`config.mk`:
```
export PLATFORM = sky130hd
export DESIGN_NAME = lru_page_replacement
export DESIGN_NICKNAME = d
export VERILOG_FILES = /design/src/sv/lru_pkg.sv /design/src/sv/lru_page_replacement.sv
export SDC_FILE = /design/constraint.sdc
export NUM_CORES = 1
export LEC_CHECK = 0
export ABC_AREA = 1
export BUFFER_PORTS_ARGS = -buffer_cell sky130_fd_sc_hd__buf_2
export CAP_MARGIN = 20
export CORE_AREA = 2 2 262 264
export CTS_CLUSTER_DIAMETER = 40
export DETAILED_ROUTE_END_ITERATION = 16
export DIE_AREA = 0 0 264 266
export PLACE_DENSITY = 0.71
export SLEW_MARGIN = 5
export SYNTH_ARGS = -nofsm -noshare
export SYNTH_HDL_FRONTEND = slang
export SYNTH_SLANG_ARGS = --single-unit
```
`constraint.sdc`:
```
create_clock -name clk -period 15.1 [get_ports clk]
set_input_delay 3.02 -clock clk [delete_from_list [all_inputs] [get_ports clk]]
set_output_delay 3.02 -clock clk [all_outputs]
set_load 0.01 [all_outputs]
```
`src/sv/lru_pkg.sv`:
```
// ----------------------------------------------------------------------------
// lru_pkg
// Types and constants for the age-counter LRU page replacement block.
// ----------------------------------------------------------------------------
`timescale 1ns / 1ps

package lru_pkg;

	localparam int FRAMES    = 16;
	localparam int AGE_BITS  = 16;
	localparam int PAGE_BITS = 16;
	localparam int IDX_BITS  = $clog2(FRAMES);
	localparam int CNT_BITS  = IDX_BITS + 1;
	localparam int REG_BITS  = 5;
	localparam int ADDR_BITS = 3;

	localparam logic [REG_BITS-1:0]  FRAMES_RESET = REG_BITS'(FRAMES);
	localparam logic [CNT_BITS-1:0]  CAP_MAX      = CNT_BITS'(FRAMES);
	localparam logic [AGE_BITS-1:0]  AGE_MAX      = '1;
	localparam logic [31:0]          TOTAL_MAX    = '1;

	// register select: bit 2 of the byte address
	localparam logic REG_FRAMES_IN_USE = 1'b0;

	typedef enum logic [3:0] {
		ST_IDLE = 4'b0001,
		ST_SCAN = 4'b0010,
		ST_FIN  = 4'b0100,
		ST_OUT  = 4'b1000
	} state_t;

	typedef struct packed {
		logic [15:0] page_number;
		logic        last_reference;
	} req_item_t;

	typedef struct packed {
		logic        hit;
		logic        counted_fault;
		logic [3:0]  frame_index;
		logic        evicted_valid;
		logic [15:0] evicted_page;
		logic [31:0] miss_count;
		logic [31:0] reference_count;
		logic        run_done;
	} rsp_item_t;

endpackage

```
`src/sv/lru_page_replacement.sv`:
```
// ----------------------------------------------------------------------------
// lru_page_replacement
// An accepted item passes through SCAN (skipped when no frame is filled), FIN
// and OUT; the next item is taken only in IDLE, after the result is taken. A
// single age/compare unit walks the frames one per cycle, then FIN writes back.
// Reset clears fill count, both counters and the handshake; frames_in_use
// returns to 16. Frame contents are not cleared.
// ----------------------------------------------------------------------------
`timescale 1ns / 1ps

module lru_page_replacement (
	input  logic                           clk,
	input  logic                           arst_n,
	input  logic                           psel,
	input  logic                           penable,
	input  logic                           pwrite,
	input  logic [lru_pkg::ADDR_BITS-1:0]  paddr,
	input  logic [31:0]                    pwdata,
	output logic [31:0]                    prdata,
	output logic                           pready,
	input  logic                           req_valid,
	output logic                           req_stall,
	input  lru_pkg::req_item_t             req_item,
	output logic                           rsp_valid,
	input  logic                           rsp_stall,
	output lru_pkg::rsp_item_t             rsp_item
);

	lru_pkg::state_t state_q;

	logic [lru_pkg::REG_BITS-1:0]  frames_in_use_q;
	logic [lru_pkg::CNT_BITS-1:0]  filled_q;
	logic [31:0]                   fault_total_q;
	logic [31:0]                   ref_total_q;

	logic [lru_pkg::PAGE_BITS-1:0] pages_q [lru_pkg::FRAMES];
	logic [lru_pkg::AGE_BITS-1:0]  ages_q  [lru_pkg::FRAMES];

	logic [lru_pkg::PAGE_BITS-1:0] page_q;
	logic                          last_q;
	logic [lru_pkg::CNT_BITS-1:0]  scan_q;
	logic                          hit_q;
	logic [lru_pkg::IDX_BITS-1:0]  hit_idx_q;
	logic [lru_pkg::AGE_BITS-1:0]  best_age_q;
	logic [lru_pkg::IDX_BITS-1:0]  best_idx_q;
	logic [lru_pkg::PAGE_BITS-1:0] best_page_q;

	lru_pkg::rsp_item_t            rsp_q;
	logic                          rsp_valid_q;

	logic                          cfg_wr;
	logic                          req_take;
	logic                          rsp_take;
	logic [lru_pkg::CNT_BITS-1:0]  cap;
	logic                          full;
	logic [lru_pkg::IDX_BITS-1:0]  sidx;
	logic [lru_pkg::PAGE_BITS-1:0] page_rd;
	logic [lru_pkg::AGE_BITS-1:0]  age_rd;
	logic                          match;
	logic [lru_pkg::AGE_BITS-1:0]  age_nx;
	logic                          scan_last;
	logic [lru_pkg::IDX_BITS-1:0]  fin_idx;
	logic                          fin_write;
	logic                          fin_fault;
	logic [31:0]                   fault_nx;

	assign pready    = 1'b1;
	assign cfg_wr    = psel && penable && pwrite && pready && (paddr[2] == lru_pkg::REG_FRAMES_IN_USE);
	assign prdata    = (paddr[2] == lru_pkg::REG_FRAMES_IN_USE)
		? {{(32-lru_pkg::REG_BITS){1'b0}}, frames_in_use_q} : 32'd0;

	assign req_stall = (state_q != lru_pkg::ST_IDLE);
	assign req_take  = req_valid && !req_stall;
	assign rsp_valid = rsp_valid_q;
	assign rsp_item  = rsp_q;
	assign rsp_take  = rsp_valid_q && !rsp_stall;

	always_comb begin
		if (frames_in_use_q == '0) begin
			cap = lru_pkg::CNT_BITS'(1);
		end else if (lru_pkg::CNT_BITS'(frames_in_use_q) > lru_pkg::CAP_MAX) begin
			cap = lru_pkg::CAP_MAX;
		end else begin
			cap = lru_pkg::CNT_BITS'(frames_in_use_q);
		end
	end

	assign full      = (filled_q >= cap);
	assign sidx      = scan_q[lru_pkg::IDX_BITS-1:0];
	assign page_rd   = pages_q[sidx];
	assign age_rd    = ages_q[sidx];
	assign match     = (page_rd == page_q);
	assign scan_last = ((scan_q + 1'b1) == filled_q);

	always_comb begin
		if (match) begin
			age_nx = '0;
		end else if (age_rd == lru_pkg::AGE_MAX) begin
			age_nx = age_rd;
		end else begin
			age_nx = age_rd + 1'b1;
		end
	end

	always_comb begin
		fin_write = 1'b0;
		fin_fault = 1'b0;
		fin_idx   = hit_idx_q;
		if (!hit_q) begin
			fin_write = 1'b1;
			if (!full) begin
				fin_idx = filled_q[lru_pkg::IDX_BITS-1:0];
			end else begin
				fin_idx   = best_idx_q;
				fin_fault = 1'b1;
			end
		end
		fault_nx = fault_total_q;
		if (fin_fault && (fault_total_q != lru_pkg::TOTAL_MAX)) begin
			fault_nx = fault_total_q + 32'd1;
		end
	end

	always_ff @(posedge clk) begin
		if (state_q == lru_pkg::ST_SCAN) begin
			ages_q[sidx] <= age_nx;
		end else if ((state_q == lru_pkg::ST_FIN) && fin_write) begin
			pages_q[fin_idx] <= page_q;
			ages_q[fin_idx]  <= '0;
		end
	end

	always_ff @(posedge clk) begin
		if (req_take) begin
			page_q <= req_item.page_number;
			last_q <= req_item.last_reference;
		end
		if (state_q == lru_pkg::ST_SCAN) begin
			if (match && !hit_q) begin
				hit_idx_q <= sidx;
			end
			if ((scan_q == '0) || (age_nx > best_age_q)) begin
				best_age_q  <= age_nx;
				best_idx_q  <= sidx;
				best_page_q <= page_rd;
			end
		end
		if (state_q == lru_pkg::ST_FIN) begin
			rsp_q.hit             <= hit_q;
			rsp_q.counted_fault   <= fin_fault;
			rsp_q.frame_index     <= 4'(fin_idx);
			rsp_q.evicted_valid   <= fin_fault;
			rsp_q.evicted_page    <= fin_fault ? 16'(best_page_q) : 16'd0;
			rsp_q.miss_count      <= fault_nx;
			rsp_q.reference_count <= ref_total_q;
			rsp_q.run_done        <= last_q;
		end
	end

	always_ff @(posedge clk or negedge arst_n) begin
		if (!arst_n) begin
			state_q         <= lru_pkg::ST_IDLE;
			frames_in_use_q <= lru_pkg::FRAMES_RESET;
			filled_q        <= '0;
			fault_total_q   <= '0;
			ref_total_q     <= '0;
			scan_q          <= '0;
			hit_q           <= 1'b0;
			rsp_valid_q     <= 1'b0;
		end else begin
			if (cfg_wr) begin
				frames_in_use_q <= pwdata[lru_pkg::REG_BITS-1:0];
			end
			unique case (state_q)
				lru_pkg::ST_IDLE: begin
					if (req_take) begin
						scan_q <= '0;
						hit_q  <= 1'b0;
						if (full && (ref_total_q != lru_pkg::TOTAL_MAX)) begin
							ref_total_q <= ref_total_q + 32'd1;
						end
						state_q <= (filled_q == '0) ? lru_pkg::ST_FIN : lru_pkg::ST_SCAN;
					end
				end
				lru_pkg::ST_SCAN: begin
					if (match) begin
						hit_q <= 1'b1;
					end
					scan_q <= scan_q + 1'b1;
					if (scan_last) begin
						state_q <= lru_pkg::ST_FIN;
					end
				end
				lru_pkg::ST_FIN: begin
					rsp_valid_q <= 1'b1;
					if (last_q) begin
						filled_q      <= '0;
						fault_total_q <= '0;
						ref_total_q   <= '0;
					end else begin
						fault_total_q <= fault_nx;
						if (!hit_q && !full) begin
							filled_q <= filled_q + 1'b1;
						end
					end
					state_q <= lru_pkg::ST_OUT;
				end
				lru_pkg::ST_OUT: begin
					if (rsp_take) begin
						rsp_valid_q <= 1'b0;
						state_q     <= lru_pkg::ST_IDLE;
					end
				end
				default: begin
					state_q <= lru_pkg::ST_IDLE;
				end
			endcase
		end
	end

endmodule
```
Word level (Yosys, flattened, before mapping). Memories as Yosys holds them, arrays and structs flattened. Index checks and enable logic that the tools add are counted.

Reductions and logical operators: 31. Eq/ne operators: 16. Muxes and demuxes: 38. Bitwise logic cells: 1. $add $sub $neg: 5. Order comparisons: 3.

Operator list (number): $mux 32 (5); $add 32x1->32 const B (2); $ne 32x32->1 const B (2); $pmux 32 s2 (1); $mux 16 (3); $mux 5 (6); $mux 4 (6); $add 16x1->16 const B (1); $eq 16x16->1 (1); $eq 16x16->1 const B (1); $gt 16x16->1 (1); $pmux 4 s4 (1); $reduce_or 16->1 (1); $logic_not 5->1 (3); $mux 1 (12); $ne 2x2->1 const B (6); $add 5x1->5 const B (2); $logic_and 1x1->1 (10); $pmux 5 s2 (1); $reduce_and 2->1 (5); $reduce_bool 2->1 (4); $reduce_and 3->1 (2); $eq 5x5->1 (1); $ge 5x5->1 (1); other kinds (12) (16).

Input port bits: 59. Register bits: 229. RAM bits: 512. Memories kept: 2. Logic and storage cells: 117. Output and inout bits: 123.

Memory list: ages_q (depth 16, bits a word 16, rd ports 1, clocked after Yosys merged registers in 0, write ports 1, line lru_page_replacement.sv:37) `logic [lru_pkg::AGE_BITS-1:0] ages_q [lru_pkg::FRAMES];`; pages_q (depth 16, bits a word 16, rd ports 1, clocked after Yosys merged registers in 0, write ports 1, line lru_page_replacement.sv:36) `logic [lru_pkg::PAGE_BITS-1:0] pages_q [lru_pkg::FRAMES];`.

Depth between registers and ports, before layout. Gate-level depths: netlist of the first run.

Word-level depth: 9. Gate-level depth with buffers: 28. Depth with buffers taken out: 26.

Worst setup path after synthesis of the first run. OpenSTA, ideal clock, no wires.

Path type: input -> output. Start: in paddr[2] in the netlist's numbering. End: out prdata[0]. Arrival: 3189 ps. Path buffers: 0. Setup slack: 8891 ps. Stages: 1. Required time: 12080 ps. Path through: nor2_1.

Longest elaborated chain between the ends: 1.

Ends and longest elaborated chain: start, declared (line lru_page_replacement.sv:17) `input logic [lru_pkg::ADDR_BITS-1:0] paddr,`; $mux 5 (line lru_page_replacement.sv:70) `? {{(32-lru_pkg::REG_BITS){1'b0}}, frames_in_use_q} : 32'd0;`; end, declared (line lru_page_replacement.sv:19) `output logic [31:0] prdata,`.

Every way passes these cells.

Worst setup path in the final report of the first run.
Start: reg scan_q[0] in the netlist's numbering. End: reg best_page_q[3] in the netlist's numbering (enable).

Longest elaborated chain between the ends: 7.

Ends and longest elaborated chain: start, declared (line lru_page_replacement.sv:41) `logic [lru_pkg::CNT_BITS-1:0] scan_q;`; start signal, assigned (line lru_page_replacement.sv:189) `scan_q <= scan_q + 1'b1;`; $mem_v2 16x16; $add 16x1->16 or $eq 16x16->1 (tied branches) (line lru_page_replacement.sv:101, lru_page_replacement.sv:98); $mux 16 (line lru_page_replacement.sv:98) `end else if (age_rd == lru_pkg::AGE_MAX) begin`; $mux 16 * (line lru_page_replacement.sv:96) `if (match) begin`; named net age_nx (one bit) (line lru_page_replacement.sv:60) `logic [lru_pkg::AGE_BITS-1:0] age_nx;`; $gt 16x16->1 * (line lru_page_replacement.sv:142) `if ((scan_q == '0) || (age_nx > best_age_q)) begin`; $logic_or 1x1->1 * (line lru_page_replacement.sv:142); $reduce_and 2->1 (no source line) *; end signal, assigned (line lru_page_replacement.sv:145) `best_page_q <= page_rd;`; end, declared (line lru_page_replacement.sv:46) `logic [lru_pkg::PAGE_BITS-1:0] best_page_q;`.

The timed path passes the listed nets; every way through them passes the cells marked *. A chain may end at the register's enable or synchronous reset.

==> results of run 1 <==
through the flow:
step / setup WS, ns / cell area (um2)
finish: 7.83 / 38200
global route: 7.19 / 38200
CTS: 7.79 / 38100
detailed placement: 7.83 / 34800
global placement: 7.82 / 34800
floorplan: 8.89 / 33500
cell families (layout without fill, tap and decap cells):
kind of cell             Yosys count  count (layout)  synth area share (%)
other                              2              28                0.0225
multiplexers                       1               1                0.0300
adder cells (fa/ha/maj)           28              28                  1.05
buffers and inverters            599             803                  7.78
AO/OA/AOI/OAI                    226             226                  3.72
flip-flops                       741             741                  65.3
XOR/XNOR                          55              55                  1.44
AND/OR/NAND/NOR                 1682            1682                  20.6
worst paths after layout:
check | startpoint | endpoint | slack [ns]
max | scan_q[0] | best_page_q[3] | 7.83
min | ref_total_q[16] | rsp_item[17] | 0.45
max reg2reg | scan_q[0] | best_page_q[3] | 7.83
min reg2reg | ref_total_q[16] | rsp_item[17] | 0.45
max in group asynchronous | arst_n | scan_q[0] | 11.56
min in group asynchronous | arst_n | fault_total_q[27] | 2.24
routing by layer:
metal | track usage [%] | up-vias
met4 | 7.39 | 0
met1 | 27.9 | 10800
met3 | 2.85 | 122
met2 | 36.8 | 843
li1 | - | 11200
met5 | 0 | -
cell type report:
class | count | share of cell area (%)
tap | 882 | 2.89
inverter | 444 | 4.39
timing repair buffer | 189 | 2.99
clock buffer | 103 | 6.22
multi-input combinational | 2020 | 23.9
clock inverter | 67 | 2.44
sequential | 741 | 57.2
cells in the final DEF, fill, tap and decap left out, drive strengths merged:
cell type	count
and3	1
nor3b	4
o31ai	18
o41ai	1
nor4b	1
o211ai	2
dfstp	2
nand3	263
conb	28
bufinv	15
buf	189
dfrtp	83
clkbuf	103
nor4	11
clkinvlp	4
o21ai	131
and2	1
o22ai	36
inv	460
ha	28
nor3	49
edfxtp	656
a21oi	33
nand2	1029
xor2	47
mux2i	1
clkinv	32
o21bai	3
nor2	295
a221oi	1
nand4	28
o21a	1
xnor2	8
power by group:
part / total, mW / switching (mW) / internal, mW
registers: 2.77 / 0.110 / 2.66
logic: 1.69 / 1.24 / 0.449
clock network: 2.32 / 0.897 / 1.42
flip-flops by register name (all words and copies together), names as in the netlist:
register and cells:
ages_q 256, pages_q 256, rsp_item 87, fault_total_q 32
ref_total_q 32, best_age_q 16, best_page_q 16, page_q 16
filled_q 5, frames_in_use_q 5, scan_q 5, best_idx_q 4
hit_idx_q 4, state_q 4, hit_q 1, last_q 1
rsp_valid 1
worst max-delay path, stage by stage (launching register included):
cell     delay (ns)
dfrtp_4        0.80
inv_6          0.74
buf_4          0.80
buf_4          0.70
o21ai_0        0.20
nand2_1        0.10
nand2_1        0.05
nand2_1        0.13
inv_1          0.05
nand2_1        0.11
ha_1           0.23
nand3_2        0.13
nor2_4         0.23
nand4_2        0.31
nand3_1        0.19
nand2_1        0.08
inv_1          0.11
ha_1           0.17
nand4_1        0.15
nor3_1         0.26
o21ai_0        0.14
nand2_1        0.07
o21ai_0        0.15
a21oi_4        0.53
buf_4          0.43
==> run_results.csv, run 1 <==
group,metric,value,unit
run_status,status,"completed",
synthesis,async_reset_ff_share,11.5,%
place,gp_congestion,0.918,
worst_setup_path,arrival,7.56,ns
place,dp_hpwl,44400,um
final_layout,fillers,5531,
detailed_routing,drtPass1Iterations,5,
timing,setup_viol,0,
final_layout,fin_cells,4446,
timing,fin_skew,0.0314,ns
clocking,clock-sinks,741,
clocking,ctsResizeCount,0,
synthesis,synth-edff-count,656,
detailed_routing,dr_wl_met2,37000,um
detailed_routing,drc,0,
final_layout,utilization,56.3,%
worst_setup_path,endpoint_kind,"flip-flop",
final_layout,nNetsFinal,3575,
timing,fin_hold_ws,0.454,ns
clocking,max-clock-path-buffers,3,
detailed_routing,drt-wirelength-per-cell,17.0,um
global_route,grt_usage,21.4,%
clocking,cts_tree,"done",
die,fp-row-count,96,
die,ios,182,
synthesis,synth_area_leader_cell,"edfxtp_1",
clocking,root_buffer,"clkbuf_16",
place,dp_cells,4269,
detailed_routing,drt_iter0_markers,1953,
timing,tns,0,ns
final_layout,final_layout_size_suffix_gt1_share,10.5,%
synthesis,synthFlopType,"edfxtp_1",
hold_path,min_path_cells,0,
final_layout,syn2layout_area_growth,14.3,%
synthesis,yosys-top-cells-area,"edfxtp_1, nand2_1, dfrtp_1",
global_route,grt_pass1_vias,21600,
die,core-area,67700,um2
global_route,antenna_found_initial,0,
clocking,postCtsSetupBuffers,0,
timing,hold_viol,0,
timing,rsz0062_at_grt,"no",
global_route,gr-total-overflow,0,
place,io_buffers,124,
worst_setup_path,crit_path_start_kind,"flip-flop",
timing,finalCritPeriodShare,48.1,%
worst_setup_path,r2r_cells,24,
timing,tightest_slew,1.11,ns
timing,slew_headroom,25.6,%
detailed_routing,wl_met1,31500,um
detailed_routing,antenna_left,0,
die,dieArea,70200,um2
clocking,cts_buffers,92,
synthesis,ys_seq_elements,741,
worst_setup_path,worst-setup-path-type,"flip-flop to flip-flop",
synthesis,ys_seq_area_share,65.3,%
clocking,path_clk_slew,0.06,ns
final_layout,regArea,21800,um2
global_route,grt_pass1_wl,117000,um
synthesis,avgSynthCellArea,10.0,um2
synthesis,yosysMostFrequentCell,"nand2_1",
final_layout,diodes,0,
timing,max_freq,0.138,GHz
worst_setup_path,worstPathRequired,15.39,ns
synthesis,syn_area,33400,um2
power,finalPower,6.78,mW
timing,report.final.slew_viol_count,0,
die,initial_core_util,49.3,%
clocking,cts_hold_repair.buffers,0,
detailed_routing,drt-total-wl,75700,um
power,ir_worst_vdd,0.163,mV
synthesis,synth.top_cell.area_share,59.0,%
detailed_routing,topRoutingLayerUsed,"met4",
power,p_leak,15.9,nW
clocking,worstSkewPairLatency,0.65,ns
synthesis,netlist_instances,3334,
die,die_h,266,um
job,max-cap-violations,0,
synthesis,synth_cell_type_count,43,
final_layout,multiInputGateArea,9110,um2
die,die_w,264,um
detailed_routing,met3_wirelength,5360,um
timing,min_period,7.27,ns
detailed_routing,vias_per_cell,5.17,
synthesis,netlist_top_cells_count,"nand2_1, edfxtp_1, inv_1, nor2_1, nand3_1",
clocking,h-tree-depth,3,
detailed_routing,vias,23000,
hold_path,hold_path_class,"flip-flop to flip-flop",
power,powerDensity,178,nW/um2
synthesis,yosys_warnings,0,
global_route,grt_max_degree,199,
worst_setup_path,critPathMaxFanout,114,
No activity file was read; power rests on OpenSTA's default activity.
==> run 2, diff against run 1 <==
clock period = 7.31 ns   (was 15.1 ns; I/O delays follow)
==> run_results.csv, run 2 (synthesis gave the netlist of run 1 again) <==
group,metric,value,unit
timing,max_freq,0.173,GHz
detailed_routing,drt_iter0_markers,2285,
die,die_h,266,um
detailed_routing,vias_per_cell,5.18,
final_layout,final_area,38200,um2
clocking,clock-sinks,741,
power,ir_worst_vdd,0.272,mV
die,ios,182,
detailed_routing,drtPass1Iterations,5,
detailed_routing,drt-total-wl,76300,um
die,initial_core_util,49.3,%
timing,report.final.slew_viol_count,0,
place,dp_hpwl,46000,um
timing,tns,0,ns
global_route,grt_usage,21.7,%
detailed_routing,drc,0,
place,gp_congestion,0.910,
hold_path,hold_path_class,"flip-flop to flip-flop",
clocking,cts_buffers,95,
timing,min_period,5.78,ns
clocking,ctsResizeCount,0,
clocking,postCtsSetupBuffers,0,
clocking,h-tree-depth,3,
worst_setup_path,r2r_start,"scan_q[0]",
final_layout,nNetsFinal,3582,
worst_setup_path,startpoint,"scan_q[0]",
global_route,grt_use_met1,28.9,%
global_route,antenna_found_initial,1,
die,core-area,67700,um2
power,powerDensity,365,nW/um2
hold_path,min_path_cells,0,
worst_setup_path,slowest_stage,"dfrtp_4",
clocking,cts_tree,"done",
timing,fin_hold_ws,0.456,ns
worst_setup_path,max_stage_delay,0.69,ns
global_route,grt_util_met2,36.3,%
worst_setup_path,worstPathRequired,7.66,ns
clocking,cts_hold_repair.buffers,0,
timing,tightest_slew,1.09,ns
global_route,met3_usage,3.31,%
clocking,max-clock-path-buffers,3,
global_route,grt_max_degree,138,
timing,rsz0062_at_grt,"no",
worst_setup_path,cp.buffers_inverters,5,
power,finalPower,14.0,mW
detailed_routing,antenna_left,0,
die,dieArea,70200,um2
global_route,grt_pass1_wl,119000,um
clocking,worstSkewPairLatency,0.66,ns
run_status,status,"completed",
final_layout,syn2layout_area_growth,14.4,%
timing,slew_headroom,27.3,%
clocking,path_clk_slew,0.06,ns
power,p_leak,15.9,nW
worst_setup_path,arrival,6.13,ns
detailed_routing,drt-wirelength-per-cell,17.1,um
die,fp-row-count,96,
timing,setup_viol,0,
place,io_buffers,124,
global_route,grt_busiest_layer,"met2",
place,dpl_cell_area,34900,um2
final_layout,final_layout_size_suffix_gt1_share,10.7,%
timing,fin_ws,1.53,ns
worst_setup_path,r2r_cells,25,
worst_setup_path,crit_path_start_kind,"flip-flop",
final_layout,final_cell_mix,"nand2_1, edfxtp_1, inv_1, nor2_1, nand3_1",
timing,finalCritPeriodShare,79.1,%
clocking,root_buffer,"clkbuf_16",
job,max-cap-violations,0,
final_layout,final_common_cell,"nand2_1",
worst_setup_path,crit_top_cell,"nand2_1",
hold_path,hold_start,"ref_total_q[16]",
timing,hold_viol,0,
detailed_routing,vias,23100,
worst_setup_path,critPathMaxFanout,75,
timing,fin_skew,0.0366,ns
worst_setup_path,path_depth,25,
die,die_w,264,um
final_layout,diodes,0,
global_route,grt_pass1_vias,21800,
global_route,gr-total-overflow,0,
worst_setup_path,worst-setup-path-type,"flip-flop to flip-flop",
place,place_ws,1.59,ns
worst_setup_path,endpoint_kind,"flip-flop",
worst_setup_path,crit_family,"simple AND/OR/NAND/NOR gates",
run 2: cell type report:
| type | instances | area, um2 |
|---|---|---|
| fillers | 5587 | 29500 |
| flip-flops and latches | 741 | 21800 |
| multi-input cells | 2020 | 9110 |
| clock buffers | 107 | 2440 |
| inverters | 444 | 1670 |
| repair buffers | 193 | 1240 |
| well taps | 882 | 1100 |
| clock inverters | 70 | 816 |
run 2: layer usage:
layer,part of all wire (%),wire length (um)
met5,0.014,11
met4,2.6,2000
met3,7.6,5790
met2,48,37000
met1,41,31600
run 2: path summary, 6_finish.rpt:
path,slack (ns),to
max in group asynchronous,5.40,scan_q[1]
min reg2reg,0.46,rsp_item[17]
min in group asynchronous,0.68,fault_total_q[8]
max,1.53,best_page_q[11]
min,0.46,rsp_item[17]
max reg2reg,1.53,best_page_q[11]
run 2: worst register-to-register path, delay by kind of cell (launching register included):
| family | cells | cell delay (ns) |
|---|---|---|
| buffers and inverters | 5 | 1.42 |
| adder cells (fa/ha/maj) | 1 | 0.32 |
| flip-flops | 1 | 0.69 |
| AND/OR/NAND/NOR | 15 | 2.04 |
| AO/OA/AOI/OAI | 4 | 1.00 |
run 2: power by group:
part	switching, mW	internal (mW)	leakage, nW	total, mW
clock network	1.89	2.82	1.56	4.72
registers	0.208	5.49	7.08	5.70
logic	2.61	0.948	7.30	3.55
run 2: metrics by stage:
stage          utilization, %  instances
3_5_place_dp             51.5       4275
6_report                 56.4       4457
5_1_grt                  56.4       4457
4_1_cts                  56.3       4452
2_1_floorplan               -       3360
3_3_place_gp             51.5       4273
